$ cat src/hw/rtl/bse_pkg.sv
// Shared types and codes for the bounded stack engine.
// No dependencies.
package bse_pkg;

    localparam logic [2:0] KIND_PUSH    = 3'd0;
    localparam logic [2:0] KIND_POP     = 3'd1;
    localparam logic [2:0] KIND_PEEK    = 3'd2;
    localparam logic [2:0] KIND_CHANGE  = 3'd3;
    localparam logic [2:0] KIND_DISPLAY = 3'd4;

    localparam logic [1:0] STATUS_OK       = 2'd0;
    localparam logic [1:0] STATUS_OVERFLOW = 2'd1;
    localparam logic [1:0] STATUS_EMPTY    = 2'd2;
    localparam logic [1:0] STATUS_INVALID  = 2'd3;

    localparam int WORD_W = 32;
    localparam int POS_W  = 4;

    typedef struct packed {
        logic [2:0]              kind;
        logic signed [WORD_W-1:0] value;
        logic [POS_W-1:0]        position;
    } t_req;

    typedef struct packed {
        logic [1:0]              status;
        logic signed [WORD_W-1:0] data;
        logic                    last;
    } t_rsp;

endpackage

$ cat src/hw/rtl/bse_ram.sv
// Generic single-write, single-read synchronous RAM with registered read data.
// No dependencies.
module bse_ram #(
    parameter int WIDTH = 32,
    parameter int DEPTH = 8
) (
    input  logic                                  i_clk,
    input  logic                                  i_we,
    input  logic [((DEPTH > 1) ? $clog2(DEPTH) : 1)-1:0] i_waddr,
    input  logic [WIDTH-1:0]                      i_wdata,
    input  logic [((DEPTH > 1) ? $clog2(DEPTH) : 1)-1:0] i_raddr,
    output logic [WIDTH-1:0]                      o_rdata
);

    logic [WIDTH-1:0] mem [DEPTH];
    logic [WIDTH-1:0] r_rdata;

    always_ff @(posedge i_clk) begin
        if (i_we) begin
            mem[i_waddr] <= i_wdata;
        end
        r_rdata <= mem[i_raddr];
    end

    assign o_rdata = r_rdata;

endmodule

$ cat src/hw/rtl/bounded_stack_engine.sv
// Bounded LIFO stack engine: request decode, stack pointer, result register.
// Depends on bse_pkg and bse_ram.
//
// Usage:
//   Requests enter on i_in_valid / i_in_data / o_in_stall; results leave on
//   o_out_valid / o_out_data / i_out_stall. A transfer happens on a rising edge
//   with valid high and stall low.
//   Push, change and every error result appear in the cycle after the request
//   transfer; the block takes a new request every cycle for these while the
//   receiver does not stall. Pop and peek read the entry memory (registered
//   read data), so their result passes the RAM read register and then the
//   result register; the next request is taken once the block is idle again.
//   Display reads the memory from top to bottom, one entry per cycle while the
//   receiver does not stall; the bottom entry carries last.
//   Unknown request kinds are dropped with no result.
//   A request is taken only when idle and the result register is empty or
//   draining. When the receiver stalls, the result register holds and the
//   display stream pauses in place.
//   Reset empties the stack and the result register; entry contents are left
//   as they are and are never returned in a result before being written.
module bounded_stack_engine #(
    parameter int DEPTH = 8
) (
    input  logic            i_clk,
    input  logic            i_rst_n,
    input  logic            i_in_valid,
    input  bse_pkg::t_req   i_in_data,
    output logic            o_in_stall,
    output logic            o_out_valid,
    output bse_pkg::t_rsp   o_out_data,
    input  logic            i_out_stall
);

    localparam int AW = (DEPTH > 1) ? $clog2(DEPTH) : 1;
    localparam int CW = $clog2(DEPTH + 1);
    localparam int PW = (CW > bse_pkg::POS_W) ? CW : bse_pkg::POS_W;

    typedef enum logic {
        S_IDLE,
        S_STREAM
    } t_state;

    t_state                       r_state, n_state;
    logic [CW-1:0]                r_count, n_count;
    logic [AW-1:0]                r_idx, n_idx;
    logic                         r_single, n_single;
    logic                         r_out_valid, n_out_valid;
    bse_pkg::t_rsp                r_out_data, n_out_data;

    logic                         out_free;
    logic                         accept;
    logic                         full;
    logic                         empty;
    logic                         pos_ok;
    logic [PW-1:0]                pos_ext;
    logic [PW-1:0]                count_ext;
    logic [AW-1:0]                top_addr;
    logic                         load;

    logic                         ram_we;
    logic [AW-1:0]                ram_waddr;
    logic [bse_pkg::WORD_W-1:0]   ram_wdata;
    logic [AW-1:0]                ram_raddr;
    logic [bse_pkg::WORD_W-1:0]   ram_rdata;

    bse_ram #(
        .WIDTH (bse_pkg::WORD_W),
        .DEPTH (DEPTH)
    ) u_ram (
        .i_clk   (i_clk),
        .i_we    (ram_we),
        .i_waddr (ram_waddr),
        .i_wdata (ram_wdata),
        .i_raddr (ram_raddr),
        .o_rdata (ram_rdata)
    );

    assign out_free   = !r_out_valid || !i_out_stall;
    assign o_in_stall = !((r_state == S_IDLE) && out_free);
    assign accept     = i_in_valid && !o_in_stall;

    assign full      = (r_count == CW'(DEPTH));
    assign empty     = (r_count == '0);
    assign pos_ext   = PW'(i_in_data.position);
    assign count_ext = PW'(r_count);
    assign pos_ok    = (pos_ext != '0) && (pos_ext <= count_ext);
    assign top_addr  = AW'(r_count - CW'(1));
    assign load      = (r_state == S_STREAM) && out_free;

    always_comb begin
        ram_raddr = top_addr;
        if (r_state == S_STREAM) begin
            ram_raddr = (load && (r_idx != '0)) ? (r_idx - AW'(1)) : r_idx;
        end
    end

    always_comb begin
        n_state     = r_state;
        n_count     = r_count;
        n_idx       = r_idx;
        n_single    = r_single;
        n_out_valid = r_out_valid;
        n_out_data  = r_out_data;
        ram_we      = 1'b0;
        ram_waddr   = AW'(r_count);
        ram_wdata   = i_in_data.value;

        if (r_out_valid && !i_out_stall) begin
            n_out_valid = 1'b0;
        end

        unique case (r_state)
            S_IDLE: begin
                if (accept) begin
                    n_out_data.data = '0;
                    n_out_data.last = 1'b1;
                    unique case (i_in_data.kind)
                        bse_pkg::KIND_PUSH: begin
                            n_out_valid = 1'b1;
                            if (full) begin
                                n_out_data.status = bse_pkg::STATUS_OVERFLOW;
                            end else begin
                                n_out_data.status = bse_pkg::STATUS_OK;
                                ram_we            = 1'b1;
                                n_count           = r_count + CW'(1);
                            end
                        end
                        bse_pkg::KIND_POP, bse_pkg::KIND_PEEK,
                        bse_pkg::KIND_DISPLAY: begin
                            if (empty) begin
                                n_out_valid       = 1'b1;
                                n_out_data.status = bse_pkg::STATUS_EMPTY;
                            end else begin
                                n_state  = S_STREAM;
                                n_idx    = top_addr;
                                n_single = (i_in_data.kind != bse_pkg::KIND_DISPLAY);
                                if (i_in_data.kind == bse_pkg::KIND_POP) begin
                                    n_count = r_count - CW'(1);
                                end
                            end
                        end
                        bse_pkg::KIND_CHANGE: begin
                            n_out_valid = 1'b1;
                            if (empty) begin
                                n_out_data.status = bse_pkg::STATUS_EMPTY;
                            end else if (!pos_ok) begin
                                n_out_data.status = bse_pkg::STATUS_INVALID;
                            end else begin
                                n_out_data.status = bse_pkg::STATUS_OK;
                                ram_we            = 1'b1;
                                ram_waddr         = AW'(pos_ext - PW'(1));
                            end
                        end
                        default: begin
                            n_out_data = r_out_data;
                        end
                    endcase
                end
            end
            S_STREAM: begin
                if (load) begin
                    n_out_valid       = 1'b1;
                    n_out_data.status = bse_pkg::STATUS_OK;
                    n_out_data.data   = ram_rdata;
                    n_out_data.last   = r_single || (r_idx == '0);
                    if (r_single || (r_idx == '0)) begin
                        n_state = S_IDLE;
                    end else begin
                        n_idx = r_idx - AW'(1);
                    end
                end
            end
            default: begin
                n_state = S_IDLE;
            end
        endcase
    end

    always_ff @(posedge i_clk) begin
        if (!i_rst_n) begin
            r_state     <= S_IDLE;
            r_count     <= '0;
            r_out_valid <= 1'b0;
        end else begin
            r_state     <= n_state;
            r_count     <= n_count;
            r_out_valid <= n_out_valid;
        end
        r_idx      <= n_idx;
        r_single   <= n_single;
        r_out_data <= n_out_data;
    end

    assign o_out_valid = r_out_valid;
    assign o_out_data  = r_out_data;

endmodule

$ cat config.mk
export PLATFORM = sky130hd
export DESIGN_NAME = bounded_stack_engine
export DESIGN_NICKNAME = d
export VERILOG_FILES = /design/src/hw/rtl/bse_pkg.sv /design/src/hw/rtl/bse_ram.sv /design/src/hw/rtl/bounded_stack_engine.sv
export SDC_FILE = /design/constraint.sdc
export NUM_CORES = 1
export LEC_CHECK = 0
export BUFFER_PORTS_ARGS = -buffer_cell sky130_fd_sc_hd__buf_4
export CAP_MARGIN = 20
export CORE_MARGIN = 1.5
export CORE_UTILIZATION = 30
export CTS_BUF_LIST = sky130_fd_sc_hd__clkbuf_8
export CTS_CLUSTER_SIZE = 30
export DETAILED_ROUTE_END_ITERATION = 16
export PLACE_DENSITY_LB_ADDON = 0.15
export SLEW_MARGIN = 0
export SYNTH_ARGS = -nofsm -noshare
export SYNTH_HDL_FRONTEND = slang
export SYNTH_HIERARCHICAL = 1
export SYNTH_SLANG_ARGS = --single-unit
$ cat constraint.sdc
create_clock -name i_clk -period 15.5 [get_ports i_clk]
set_clock_uncertainty 0.2 [all_clocks]
set_input_delay 3.1 -clock i_clk [delete_from_list [all_inputs] [get_ports i_clk]]
set_output_delay 3.1 -clock i_clk [all_outputs]
set_load 0.05 [all_outputs]
==> flow_summary.json <==
{
  "startpoint": "i_out_stall",
  "h-tree-depth": 2,
  "via_per_inst": 4.58,
  "maxSlewViolCount": 0,
  "cts_root_buf": "clkbuf_8",
  "drive_gt1_share_pct": 30.8,
  "yosysUniqueCellTypes": 41,
  "fp.dieW_um": 209,
  "p_sw_share_pct": 22.6,
  "p_seq_share_pct": 52.9,
  "cts.sinks": 333,
  "postRouteAntennaNets": 0,
  "io_pins": 80,
  "critPathMaxFanout": 5,
  "cp.required_ns": 12.20,
  "grt_usage_pct": 12.8,
  "drtIter0Drc": 338,
  "port_buffers": 79,
  "worst-r2r-cell-count": 10,
  "place_area_mm2": 0.0140,
  "peakVddDrop_v": 0.0000499,
  "initial_core_util_pct": 30.3,
  "antenna_cells": 0,
  "r2r_end": "u_ram/o_rdata[17]",
  "area_growth_syn_to_layout_pct": 19.2,
  "rsz0062_at_grt": "no",
  "postCtsSetupBuffers": 0,
  "numCtsBuffers": 56,
  "grt_pass1_vias": 6578,
  "synthFlopType": "edfxtp_1",
  "synth_fp_nets": 657,
  "stdcell_count": 1317,
  "final_nets": 785,
  "r2r_slack_ns": 11.65,
  "async_flop_share_pct": 0,
  "fillers": 3926,
  "layout.area.seq_mm2": 0.00962,
  "grt_pass1_wl_mm": 40.7,
  "cts_resized": 0,
  "path_common_cell": "buf_4",
  "gp_congestion": 0.751,
  "arrival_ns": 3.71,
  "die_h_um": 209,
  "drtPass1Iterations": 4,
  "synth-seq-cells": 333,
  "power_w": 0.00190,
  "hpwl_mm": 13.8,
  "path_clk_slew_ns": 0.05,
  "vias": 6038,
  "utilization_pct": 36.1,
  "crit_chain": "buf_4 > a21oi_2 > inv_1 > buf_4",
  "fin_crit_ns": 7.01,
  "pwr-share-clk_pct": 40.0,
  "post-route-period-util_pct": 45.2,
  "combPwrFrac_pct": 7.1,
  "placementRows": 75,
  "max_cap_viol_count": 0,
  "p_int_w": 0.00147,
  "design_area_mm2": 0.0151,
  "r2r-start": "r_idx[0]",
  "p_switching_w": 0.000429,
  "synth.cell_area_mm2": 0.0127,
  "synthCells": 605,
  "crit_slowest_cell": "a21oi_2",
  "path_class": "in -> out",
  "hold_buffers": 0,
  "placed_cells": 1214,
  "critical_path_buf_inv_count": 3,
  "synth_edf_count": 295,
  "crit_cells": 4,
  "final-hold-violation-count": 0,
  "grt_max_degree": 65,
  "multi_input_comb_area_mm2": 0.00295,
  "power.leakage_nw": 5.35,
  "post_drt_wl_per_cell_um": 20.8,
  "finalSetupTns_ns": 0,
  "cts_tree": "yes",
  "cp-endpoint": "o_in_stall",
  "drc": 0,
  "pwr_density_cell_mw_per_mm2": 126,
  "finalSetupViolCount": 0,
  "final_cell_mix": "edfxtp_1, buf_4, clkbuf_8",
  "totalWireLength_mm": 27.3,
  "slowest_delay_ns": 0.22,
  "final_common_cell": "edfxtp_1",
  "status": "finished, final reports clean",
  "grt-ovfl-total": 0,
  "ys_seq_area_share_pct": 75.9,
  "max_freq_mhz": 143,
  "clock_path_buffers": 3,
  "die-area_mm2": 0.0435,
  "antenna_found_initial": 3,
  "critPathTopFamily": "buffers and inverters",
  "worst_slew_pin_slew_ns": 0.987,
  "worst_setup_path_start_kind": "primary input",
  "max_slew_margin_pct": 34.2,
  "ys_warn_count": 6,
  "hold_class": "reg -> reg",
  "core_area_mm2": 0.0419,
  "end_kind": "primary output",
  "clock_latency_ns": 0.61,
  "postSynthAreaPerCell_um2": 20.9
}
area by class of cell:
class                           count  area share (%)
Sequential cell                   333            63.7
Inverter                           14           0.348
Multi-Input combinational cell    235            19.5
Clock inverter                     37            1.29
Clock buffer                       66            6.02
Tap cell                          539            4.47
Timing Repair Buffer               93            4.62
sequential cells by signal (all words and copies together) (netlist names):
register,flops
o_out_valid,1
r_single,1
r_idx,3
u_ram/o_rdata,32
u_ram/mem,256
r_state,1
count_ext,4
o_out_data,35
synthesized netlist by cell type, types with 2 or more instances:
cell      number  share of area [%]
nor3_1         5               0.20
o21ai_1        3               0.12
mux2i_1        4               0.32
a21oi_2        2               0.14
nand2b_1       5               0.25
a21oi_1       15               0.59
buf_2          6               0.24
xnor2_1        3               0.21
ha_1           9               0.89
or3_1          2              0.099
buf_1          4               0.12
mux4_1        40                8.3
clkbuf_1       6               0.18
nor2b_1        2              0.099
mux2_2        32                2.8
xor2_1         2               0.14
nor2_1        14               0.41
edfxtp_1     295                 70
a211oi_1       2               0.12
mux4_2        24                4.3
and2_1        35                1.7
nand3b_1       2               0.12
nand2_1       12               0.36
buf_6          7               0.62
o21ai_0        6               0.24
a21boi_1       3               0.18
inv_1         14               0.41
dfxtp_1       38                6.0
kinds of logic (layout without fill, tap and decap cells):
logic type	after synthesis	count (layout)	synth area share (%)
flops	333	333	75.9
mux	100	100	15.7
simple gates	86	86	3.86
buf+inv	37	210	1.57
compound gates	35	35	1.72
fa+ha+maj	9	9	0.889
xor+xnor	5	5	0.346
routing by layer:
metal	share of wire (%)	GRT usage (%)	vias to the layer above
met4	2.5	4.90	6
met5	0.17	0	-
met1	45	16.6	3122
met3	4.7	3.31	60
met2	47	20.6	122
li1	-	-	2728
power by group through the flow:
stage | logic (W) | clock network (W) | registers, W
final | 0.000135 | 0.000761 | 0.00100
after detailed placement | 0.000139 | 0 | 0.00102
after CTS | 0.000139 | 0.000790 | 0.00100
after global routing | 0.000147 | 0.000827 | 0.00101
after global placement | 0.000135 | 0 | 0.00102
after floorplan | 0.0000710 | 0 | 0.00104
through the flow:
stage	setup slack, ns	hold WS (ns)
4_1_cts	8.48	0.308
5_1_grt	8.42	0.323
6_report	8.49	0.307
2_1_floorplan	8.12	0.285
3_3_place_gp	8.51	0.292
3_5_place_dp	8.49	0.296
worst min-delay path by stage:
stage,start,to,slack (ns),depth (start not counted)
after floorplan,count_ext[3],count_ext[3],0.28,2
after global placement,u_ram/o_rdata[30],o_out_data[31],0.29,1
after detailed placement,u_ram/o_rdata[0],o_out_data[1],0.30,1
after CTS,u_ram/o_rdata[31],o_out_data[32],0.31,1
after global routing,u_ram/o_rdata[0],o_out_data[1],0.32,1
final,u_ram/o_rdata[0],o_out_data[1],0.31,1
Note: power is estimated with default switching activity, not from simulation.
